File: src/rtl/sle_pkg.sv
// sle_pkg: shared widths, command and cell-mode codes, and the cell control bundle
// for the sequential list engine. No dependencies.
package sle_pkg;

   // number of list cells; the 5-bit length and position ports bound it
   localparam int DEPTH         = 16;
   localparam int DATA_W        = 32;
   localparam int LEN_W         = 5;

   localparam logic [LEN_W-1:0] CAP_RESET = 5'd10;

   // command codes
   localparam logic [1:0] CMD_INSERT = 2'd0;
   localparam logic [1:0] CMD_DELETE = 2'd1;
   localparam logic [1:0] CMD_GET    = 2'd2;
   localparam logic [1:0] CMD_LOCATE = 2'd3;

   // what every cell does in a cycle
   localparam logic [1:0] CELL_HOLD   = 2'd0;
   localparam logic [1:0] CELL_INSERT = 2'd1;
   localparam logic [1:0] CELL_ROTATE = 2'd2;
   localparam logic [1:0] CELL_DROP   = 2'd3;

   typedef struct packed {
      logic [1:0]       mode;
      logic [LEN_W-1:0] mark;   // insert slot (position - 1)
      logic [LEN_W-1:0] span;   // occupied cells taking part
   } cell_ctl_type;

endpackage

File: src/rtl/sequential_list_engine_core.sv
// sequential_list_engine_core: top level, command sequencer around a row of list cells.
// Depends on sle_pkg and sle_cell.
//
//   channel   ports                                   handshake
//   -------   -------------------------------------   ------------------------------
//   request   req_command/position/item_value         start & !busy
//   result    rsp_ok/read_value/found_position/       rsp_valid, one cycle, no stall
//             rsp_entry_count
//   config    csr_capacity                            csr_valid & csr_ready
//
// Insert, and any command that fails its range check or meets an empty list, answers
// at once: the result beat shows the following cycle and busy never rises. Get, delete
// and locate on a non-empty list rotate the list once round the cells, one step per
// cycle, watching the head cell, with busy high while rotating. Reset clears the
// length and restores the capacity to 10; cell contents are left as they are. The result
// side cannot stall, so nothing waits on it.
module sequential_list_engine_core (
   input  logic                                 clock,
   input  logic                                 reset,
   // request
   input  logic                                 start,
   output logic                                 busy,
   input  logic [1:0]                           req_command,
   input  logic [sle_pkg::LEN_W-1:0]            req_position,
   input  logic signed [sle_pkg::DATA_W-1:0]    req_item_value,
   // result
   output logic                                 rsp_valid,
   output logic                                 rsp_ok,
   output logic signed [sle_pkg::DATA_W-1:0]    rsp_read_value,
   output logic [sle_pkg::LEN_W-1:0]            rsp_found_position,
   output logic [sle_pkg::LEN_W-1:0]            rsp_entry_count,
   // capacity register
   input  logic                                 csr_valid,
   output logic                                 csr_ready,
   input  logic [sle_pkg::LEN_W-1:0]            csr_capacity
);

   localparam int DEPTH = sle_pkg::DEPTH;
   localparam int LW = sle_pkg::LEN_W;
   localparam int DW = sle_pkg::DATA_W;

   localparam logic ST_IDLE = 1'b0;
   localparam logic ST_RUN  = 1'b1;

   // control
   logic          state_ff, state_in;
   logic [LW-1:0] cap_ff, cap_in;
   logic [LW-1:0] len_ff, len_in;
   logic [LW-1:0] step_ff, step_in;
   logic [LW-1:0] span_ff, span_in;     // occupied cells while rotating
   logic          hit_ff, hit_in;
   logic          rsp_valid_ff, rsp_valid_in;

   // command held during a rotation
   logic [1:0]           cmd_ff, cmd_in;
   logic [LW-1:0]        pos_ff, pos_in;
   logic signed [DW-1:0] key_ff, key_in;
   logic signed [DW-1:0] grab_ff, grab_in;   // fetched or removed entry
   logic [LW-1:0]        found_ff, found_in;

   // result beat
   logic                 ok_ff, ok_in;
   logic signed [DW-1:0] rd_ff, rd_in;
   logic [LW-1:0]        fpos_ff, fpos_in;
   logic [LW-1:0]        cnt_ff, cnt_in;

   sle_pkg::cell_ctl_type ctl;
   logic signed [DW-1:0]  cell_q [DEPTH];
   logic signed [DW-1:0]  head;

   logic          take;
   logic          room;
   logic          pos_in_list;
   logic          pos_insertable;
   logic          last_step;
   logic          at_pos;
   logic          hit_now;
   logic [LW-1:0] pos_less;

   assign busy      = (state_ff == ST_RUN);
   assign take      = start && !busy;
   assign csr_ready = !busy;
   assign head      = cell_q[0];

   // free slot under min(capacity, DEPTH)
   assign room           = (len_ff < cap_ff) && (int'(len_ff) < DEPTH);
   assign pos_in_list    = (req_position != '0) && (req_position <= len_ff);
   assign pos_insertable = (req_position != '0) &&
                           ({1'b0, req_position} <= ({1'b0, len_ff} + 6'd1));
   assign pos_less       = req_position - 5'd1;

   assign last_step = (step_ff == len_ff - 5'd1);
   assign at_pos    = (step_ff == pos_ff - 5'd1);
   assign hit_now   = !hit_ff && (head == key_ff);

   always_comb begin
      state_in     = state_ff;
      cap_in       = cap_ff;
      len_in       = len_ff;
      step_in      = step_ff;
      span_in      = span_ff;
      hit_in       = hit_ff;
      cmd_in       = cmd_ff;
      pos_in       = pos_ff;
      key_in       = key_ff;
      grab_in      = grab_ff;
      found_in     = found_ff;
      rsp_valid_in = 1'b0;
      ok_in        = ok_ff;
      rd_in        = rd_ff;
      fpos_in      = fpos_ff;
      cnt_in       = cnt_ff;
      ctl.mode     = sle_pkg::CELL_HOLD;
      ctl.mark     = '0;
      ctl.span     = span_ff;

      if (csr_valid && csr_ready) begin
         cap_in = csr_capacity;
      end

      unique case (state_ff)
         ST_IDLE: begin
            if (take) begin
               // default: an immediate answer that leaves the list alone
               rsp_valid_in = 1'b1;
               ok_in        = 1'b0;
               rd_in        = '0;
               fpos_in      = '0;
               cnt_in       = len_ff;
               cmd_in       = req_command;
               pos_in       = req_position;
               key_in       = req_item_value;
               step_in      = '0;
               span_in      = len_ff;
               hit_in       = 1'b0;
               grab_in      = '0;
               found_in     = '0;
               case (req_command) inside
                  sle_pkg::CMD_INSERT: begin
                     if (pos_insertable && room) begin
                        ctl.mode = sle_pkg::CELL_INSERT;
                        ctl.mark = pos_less;
                        ctl.span = len_ff;
                        len_in   = len_ff + 5'd1;
                        ok_in    = 1'b1;
                        cnt_in   = len_ff + 5'd1;
                     end
                  end
                  sle_pkg::CMD_DELETE, sle_pkg::CMD_GET: begin
                     if (pos_in_list) begin
                        rsp_valid_in = 1'b0;
                        state_in     = ST_RUN;
                     end
                  end
                  default: begin
                     if (len_ff != '0) begin
                        rsp_valid_in = 1'b0;
                        state_in     = ST_RUN;
                     end
                  end
               endcase
            end
         end
         default: begin
            // one rotation step; the head cell holds entry number step_ff
            step_in  = step_ff + 5'd1;
            ctl.mode = sle_pkg::CELL_ROTATE;
            if (cmd_ff == sle_pkg::CMD_DELETE && at_pos) begin
               ctl.mode = sle_pkg::CELL_DROP;
               span_in  = span_ff - 5'd1;
               grab_in  = head;
            end else if (cmd_ff == sle_pkg::CMD_GET && at_pos) begin
               grab_in = head;
            end else if (cmd_ff == sle_pkg::CMD_LOCATE && hit_now) begin
               hit_in   = 1'b1;
               found_in = step_ff + 5'd1;
            end

            if (last_step) begin
               state_in     = ST_IDLE;
               rsp_valid_in = 1'b1;
               fpos_in      = '0;
               rd_in        = '0;
               cnt_in       = len_ff;
               if (cmd_ff == sle_pkg::CMD_LOCATE) begin
                  ok_in   = hit_in;
                  fpos_in = found_in;
               end else begin
                  ok_in = 1'b1;
                  rd_in = grab_in;
                  if (cmd_ff == sle_pkg::CMD_DELETE) begin
                     len_in = len_ff - 5'd1;
                     cnt_in = len_ff - 5'd1;
                  end
               end
            end
         end
      endcase
   end

   always_ff @(posedge clock) begin
      if (reset) begin
         state_ff     <= ST_IDLE;
         cap_ff       <= sle_pkg::CAP_RESET;
         len_ff       <= '0;
         rsp_valid_ff <= 1'b0;
         step_ff      <= '0;
         span_ff      <= '0;
         hit_ff       <= 1'b0;
      end else begin
         state_ff     <= state_in;
         cap_ff       <= cap_in;
         len_ff       <= len_in;
         rsp_valid_ff <= rsp_valid_in;
         step_ff      <= step_in;
         span_ff      <= span_in;
         hit_ff       <= hit_in;
      end
   end

   always_ff @(posedge clock) begin
      cmd_ff   <= cmd_in;
      pos_ff   <= pos_in;
      key_ff   <= key_in;
      grab_ff  <= grab_in;
      found_ff <= found_in;
      ok_ff    <= ok_in;
      rd_ff    <= rd_in;
      fpos_ff  <= fpos_in;
      cnt_ff   <= cnt_in;
   end

   // row of cells: each sees its neighbours, the head and the insert value
   for (genvar i = 0; i < DEPTH; i++) begin : g_cell
      logic signed [DW-1:0] prev_w;
      logic signed [DW-1:0] next_w;
      if (i == 0) begin : g_first
         assign prev_w = cell_q[i];
      end else begin : g_mid_prev
         assign prev_w = cell_q[i-1];
      end
      if (i == DEPTH - 1) begin : g_last
         assign next_w = cell_q[i];
      end else begin : g_mid_next
         assign next_w = cell_q[i+1];
      end
      sle_cell #(
         .INDEX (i)
      ) u_cell (
         .clock      (clock),
         .ctl        (ctl),
         .ins_value  (req_item_value),
         .prev_value (prev_w),
         .next_value (next_w),
         .head_value (head),
         .cell_value (cell_q[i])
      );
   end

   assign rsp_valid          = rsp_valid_ff;
   assign rsp_ok             = ok_ff;
   assign rsp_read_value     = rd_ff;
   assign rsp_found_position = fpos_ff;
   assign rsp_entry_count    = cnt_ff;

endmodule

File: src/rtl/sle_cell.sv
// sle_cell: one entry of the list, a 32-bit register fed from its neighbours, the head or the insert value.
// Depends on sle_pkg.
module sle_cell #(
   parameter int INDEX = 0
) (
   input  logic                                clock,
   input  sle_pkg::cell_ctl_type               ctl,
   input  logic signed [sle_pkg::DATA_W-1:0]   ins_value,
   input  logic signed [sle_pkg::DATA_W-1:0]   prev_value,
   input  logic signed [sle_pkg::DATA_W-1:0]   next_value,
   input  logic signed [sle_pkg::DATA_W-1:0]   head_value,
   output logic signed [sle_pkg::DATA_W-1:0]   cell_value
);

   logic signed [sle_pkg::DATA_W-1:0] data_ff;
   logic signed [sle_pkg::DATA_W-1:0] data_in;

   always_comb begin
      data_in = data_ff;
      unique case (ctl.mode)
         sle_pkg::CELL_INSERT: begin
            if (INDEX == int'(ctl.mark)) begin
               data_in = ins_value;
            end else if (INDEX > int'(ctl.mark) && INDEX <= int'(ctl.span)) begin
               data_in = prev_value;
            end
         end
         sle_pkg::CELL_ROTATE: begin
            // last occupied cell wraps round to the head
            if (INDEX + 1 < int'(ctl.span)) begin
               data_in = next_value;
            end else if (INDEX + 1 == int'(ctl.span)) begin
               data_in = head_value;
            end
         end
         sle_pkg::CELL_DROP: begin
            if (INDEX + 1 < int'(ctl.span)) begin
               data_in = next_value;
            end
         end
         default: begin
         end
      endcase
   end

   always_ff @(posedge clock) begin
      data_ff <= data_in;
   end

   assign cell_value = data_ff;

endmodule
File: config.mk
export PLATFORM = sky130hd
export DESIGN_NAME = sequential_list_engine_core
export DESIGN_NICKNAME = d
export VERILOG_FILES = /design/src/rtl/sle_pkg.sv /design/src/rtl/sequential_list_engine_core.sv /design/src/rtl/sle_cell.sv
export SDC_FILE = /design/constraint.sdc
export NUM_CORES = 2
export LEC_CHECK = 0
export BUFFER_PORTS_ARGS = -buffer_cell sky130_fd_sc_hd__buf_2
export CAP_MARGIN = 15
export CELL_PAD_IN_SITES_DETAIL_PLACEMENT = 0
export CELL_PAD_IN_SITES_GLOBAL_PLACEMENT = 1
export CORE_UTILIZATION = 30
export CTS_CLUSTER_DIAMETER = 120
export DETAILED_ROUTE_END_ITERATION = 8
export GPL_TIMING_DRIVEN = 1
export PLACE_DENSITY_LB_ADDON = 0.1
export SYNTH_ARGS = -nofsm -noshare
export SYNTH_HDL_FRONTEND = slang
export SYNTH_HIERARCHICAL = 1
export SYNTH_SLANG_ARGS = --single-unit
File: constraint.sdc
create_clock -name clock -period 9.3 [get_ports clock]
set_clock_uncertainty 0.1 [all_clocks]
set_input_delay 0.93 -clock clock [delete_from_list [all_inputs] [get_ports clock]]
set_output_delay 0.93 -clock clock [all_outputs]
set_load 0.05 [all_outputs]
# Yosys cells after proc, flatten, opt, wreduce, memory -nomap -nowiden
# Cells that the tools add are included.
totals:
  register_bits: 654
  latchBits: 0
  ram_bits: 0
  rom_bits: 0
  input_bits: 48
  out_inout_bits: 46
  elab_cells: 385
  mem_count: 0
classes:
  addsub: 7
  n_mul: 0
  div: 0
  order_cmp: 50
  eq_ne: 90
  shift: 0
  mux: 149
  bitwise_logic: 1
  reduce_logical: 56
ops:
  columns: ["cell", "n"]
  rows:
  - ["$mux W32", 83]
  - ["$pmux W32 S3", 14]
  - ["$pmux W32 S2", 2]
  - ["$mux W5", 19]
  - ["$ne A3 B1 Y1 const B", 29]
  - ["$eq A5 B5 Y1 const A", 17]
  - ["$reduce_and A4 Y1", 15]
  - ["$eq A4 B5 Y1 const A", 8]
  - ["$gt A4 B5 Y1 const A", 8]
  - ["$le A4 B5 Y1 const A", 8]
  - ["$lt A4 B5 Y1 const A", 8]
  - ["$ne A2 B1 Y1 const B", 19]
  - ["$mux W11", 3]
  - ["$eq A32 B32 Y1", 1]
  - ["$mux W1", 26]
  - ["$logic_and A1 B1 Y1", 25]
  - ["$eq A3 B5 Y1 const A", 4]
  - ["$gt A3 B5 Y1 const A", 4]
  - ["$le A3 B5 Y1 const A", 4]
  - ["$lt A3 B5 Y1 const A", 4]
  - ["$sub A5 B1 Y5 const B", 4]
  - ["$add A5 B1 Y5 const B", 2]
  - ["$eq A2 B2 Y1 const B", 5]
  - ["$eq A5 B5 Y1", 2]
  - ["27 further kinds", 39]

# Longest topological paths before layout
logic_depth:
  depth_word: 13
  mapped_depth: 18
  depth_no_buf: 15

# Hierarchy
# Netlist, hierarchy kept.
modules_own_cells:
  columns: ["mod", "instances", "cells_each", "area_per_inst_um2", "seq_area_each_um2"]
  rows:
  - ["sequential_list_engine_core", 1, 572, 6812.8, 4033.9]
  - ["sle_cell (g_cell[11].u_cell)", 1, 277, 2949.1, 960.9]
  - ["sle_cell (g_cell[13].u_cell)", 1, 278, 2772.7, 960.9]
  - ["sle_cell (g_cell[3].u_cell)", 1, 279, 2740.1, 960.9]
  - ["sle_cell (g_cell[15].u_cell)", 1, 272, 2673.8, 960.9]
  - ["sle_cell (g_cell[12].u_cell)", 1, 231, 2623.8, 960.9]
  - ["sle_cell (g_cell[1].u_cell)", 1, 245, 2581.2, 960.9]
  - ["sle_cell (g_cell[4].u_cell)", 1, 231, 2484.9, 960.9]
  - ["sle_cell (g_cell[9].u_cell)", 1, 194, 2314.7, 960.9]
  - ["sle_cell (g_cell[2].u_cell)", 1, 196, 2238.4, 960.9]
  - ["sle_cell (g_cell[5].u_cell)", 1, 235, 2232.1, 960.9]
  - ["sle_cell (g_cell[8].u_cell)", 1, 233, 2218.4, 960.9]
  - ["sle_cell (g_cell[14].u_cell)", 1, 195, 2137.0, 960.9]
  - ["sle_cell (g_cell[6].u_cell)", 1, 195, 2128.3, 960.9]
  - ["3 more rows", null, null, null, null]

# Worst setup path before layout
# No wires, ideal clock.
synth_path:
  kind: "reg-to-reg"
  startpoint: "register state_ff, in the netlist busy"
  endpoint: "register g_cell[1].u_cell.data_ff, in the netlist g_cell[1].u_cell/cell_value[0], enable pin"
  setup_ps: 466
  arrival_ps: 9376
  required_ps: 8734
  path_slack_ps: -641
  path_stages_with_launch: 12
  n_path_buf: 3
  period_less_slack_ps: 9941
  path_cell_list: "dfxtp_1 > clkinv_1 > nand2_1 > inv_1 > nand3_1 > clkbuf_1 > o21ai_0 > or3_1 > clkbuf_1 > clkbuf_1 > a21oi_1 > o21ai_0"
synth_rtl:
  columns: ["item", "line", "source"]
  rows:
  - ["start: declaration", "sequential_list_engine_core.sv:46", "logic state_ff, state_in;"]
  - ["start signal: assignment", "sequential_list_engine_core.sv:211", "state_ff <= state_in;"]
  - ["end signal: assignment", "sle_cell.sv:47", "data_ff <= data_in;"]
  - ["end: declaration", "sle_cell.sv:15", "logic signed [sle_pkg::DATA_W-1:0] data_ff;"]

==> flow_summary_export.csv <==
group,metric,value,unit
layout,layout_commonest_cell,"edfxtp_1",
route,first_iter_violations,3755,
synth,seq_area_frac_synth,43.2,%
outcome,outcome,"complete, no violations",
pwr,power_switching_share,31.3,%
synth,synth_area_per_cell,10.7,sq um
flow_run,max-cap-violations,0,
pwr,power_frac_seq,40.0,%
synth,synth_cell_types,114,
clock_network,cts_setup_buffers,0,
layout,drive_above_1_share,20.3,%
clock_network,h-tree-depth,3,
sta,fmax,146,MHz
synth,async_reset_ff_share,0,%
die,fp.dieW,389,um
sta,fin_setup_tns,0,ns
pwr,leakagePower,15.0,nW
synth,synth.ff_latch_count,654,
clock_network,cts_hold_buf,0,
layout,fill_cells,14965,
sta,hold_viol,0,
place,hpwlAfterDp,119,mm
place,pre_cts_ws,2.56,ns
place,place_congestion,0.820,
die,fp.dieArea,151000,sq um
die,rows,141,
route,remaining_drc_errors,0,
sta,layout_setup_ws,2.45,ns
clock_network,cts_root_buffer,"clkbuf_16",
sta,final_max_slew_viol_count,0,
synth,ys.flop_type,"edfxtp_1",
synth,ys_warn_count,6,
clock_network,cts_tree,"built",
die,dieHeight,389,um
worst_setup_path,required,9.53,ns
clock_network,cts.sinks,654,
synth,netlist_instances,4205,
grt,grt_pass1_vias,36193,
grt,grt_max_degree,208,
sta,tightestPinTransition,1.16,ns
route,firstDrtPassIters,5,
clock_network,cts_resized,0,
min_path,min_path_type,"input pin to flop",
die,core,148000,sq um
worst_setup_path,startpoint_type,"flop",
clock_network,path_clk_slew,0.06,ns
pwr,p_sw,2.67,mW
die,ioPinCount,94,
worst_setup_path,crit_fanout,72,
worst_setup_path,worstSetupPathType,"flop to flop",
layout,mostFrequentLayoutCells,"edfxtp_1, nor2_1, a211oi_1",
grt,antenna_found_initial,7,
pwr,clockPowerShare,41.6,%
sta,rsz0062_at_grt,"false",
clock_network,cts_buffer_depth,3,
pwr,combPwrFrac,18.4,%
grt,grt_first_pass_wirelength,275,mm
route,wl_per_cell,31.6,um
place,io_buffers,93,
grt,grt_overflow,0,
route,postRouteAntennaNets,0,
grt,track_usage,24.6,%
die,start_util,30.3,%
route,viasPerCell,6.08,
sta,setup_viol,0,
clock_network,cts_buffers,90,
layout,area_growth_syn_to_layout,10.3,%
worst_setup_path,critPathCaptureType,"flop",
layout,final_nets,4129,
synth,syn_area,45000,sq um
route,num_vias,36885,
pwr,p_int,5.87,mW
pwr,vdd_drop_max,0.125,mV
synth,syn-num-nets,4275,
sta,period_needed,6.85,ns
worst_setup_path,crit_arrival,7.08,ns
clock_network,clk_latency,0.72,ns
route,wl,192,mm
sta,slew_headroom,22.7,%
synth,synth_edf_count,631,
pwr,p_per_area,172,nW/um^2
sta,fin_crit_sh,73.7,%
-- cells by family after synthesis --
family / after synthesis / share of synthesized area [%]
DFF: 654 / 43.2
muxes: 238 / 5.39
xor gates and xnor gates: 54 / 1.05
and+or+nand+nor: 1395 / 22.3
AOI/OAI and AO/OA: 1295 / 21.2
buffers and inverters: 547 / 6.30
adders and majority gates: 22 / 0.612
-- metal layers --
| layer | up-vias | global-route usage [%] | part of all wire [%] |
|---|---|---|---|
| met5 | - | 0 | 0 |
| met4 | 0 | 5.61 | 2.2 |
| met3 | 218 | 5.10 | 6.8 |
| met2 | 1281 | 36.9 | 44 |
| met1 | 18926 | 35.8 | 47 |
| li1 | 16460 | - | - |
-- path summary, 6_finish.rpt --
path | slack, ns | to | start | depth (start not counted)
worst max-delay path | 2.45 | g_cell[3].u_cell/cell_value[13]$_DFFE_PP_ | len_ff[0]$_SDFFE_PP0P_ | 15
worst min-delay path | 0.31 | cmd_ff[1]$_DFFE_PP_ | req_command[1] | 1
worst max register to register | 2.45 | g_cell[3].u_cell/cell_value[13]$_DFFE_PP_ | len_ff[0]$_SDFFE_PP0P_ | 15
worst min register to register | 0.40 | cap_ff[0]$_SDFFE_PP0P_ | cap_ff[0]$_SDFFE_PP0P_ | 2
-- state kept, by name, indices dropped and copies added, names as in the netlist --
name and flops:
busy 1, cap_ff 5, cmd_ff 2, found_ff 5, g_cell.u_cell/cell_value 512, grab_ff 32
hit_ff 1, key_ff 32, len_ff 5, pos_ff 5, rsp_entry_count 5, rsp_found_position 5
rsp_ok 1, rsp_read_value 32, rsp_valid 1, span_ff 5, step_ff 5
-- critical path: stages (launching register included) --
cell,delay (ns)
dfxtp_1,0.51
ha_1,0.26
nand3_1,0.13
xnor2_1,0.31
ha_1,0.32
and3_2,0.22
o21ai_0,0.07
nand3_1,0.14
a2111oi_4,0.54
nand3_1,0.89
nor2_4,0.54
buf_4,0.68
and2_1,0.23
buf_4,0.41
a211o_1,0.17
a32o_2,0.85
-- metrics by stage --
step	power, mW	area, sq um	utilization [%]	cells	hold WS [ns]
5_1_grt	8.82	49600	33.5	6060	0.285
3_5_place_dp	5.04	46700	31.5	5894	0.400
6_report	8.54	49600	33.5	6064	0.312
3_3_place_gp	5.03	46700	31.5	5894	0.394
4_1_cts	8.60	49600	33.4	6057	0.275
2_1_floorplan	4.53	45000	-	4205	0.351
-- power groups by stage --
| stage | Clock (mW) | Combinational, mW | Sequential (mW) |
|---|---|---|---|
| after floorplan | 0 | 0.980 | 3.55 |
| after global placement | 0 | 1.55 | 3.48 |
| after detailed placement | 0 | 1.56 | 3.48 |
| after CTS | 3.62 | 1.56 | 3.42 |
| after global routing | 3.72 | 1.68 | 3.43 |
| final | 3.55 | 1.57 | 3.42 |
-- synth_stat cells, drive strengths merged, types with 35 or more instances --
| library cell | instances | area, sq um |
|---|---|---|
| clkbuf | 270 | 1030 |
| nor2 | 279 | 1060 |
| a211oi | 296 | 2370 |
| mux2i | 205 | 2050 |
| a2111oi | 69 | 1030 |
| o31a | 35 | 307 |
| nand3b | 66 | 495 |
| a31oi | 165 | 1030 |
| a22oi | 129 | 1140 |
| nor4b | 161 | 1980 |
| edfxtp | 631 | 18900 |
| o21ai | 357 | 1790 |
| nor3b | 135 | 1120 |
| nor4 | 209 | 1750 |
| buf | 208 | 1550 |
| xnor2 | 46 | 403 |
| nand2b | 140 | 876 |
| nor3 | 280 | 1960 |
| o221a | 63 | 709 |
| inv | 66 | 248 |
| a21oi | 125 | 629 |
-- cell type report --
| type | instances | area (sq um) | share of cell area (%) |
|---|---|---|---|
| diodes | 4 | 10.0 | 0.0202 |
| clock buffers | 114 | 2380 | 4.81 |
| flip-flops and latches | 654 | 19400 | 39.1 |
| repair buffers | 240 | 1630 | 3.29 |
| multi-input cells | 3004 | 23000 | 46.4 |
| well taps | 1930 | 2410 | 4.87 |
| inverters | 69 | 259 | 0.522 |
| clock inverters | 49 | 479 | 0.966 |
No activity file was read; power rests on OpenSTA's default activity.
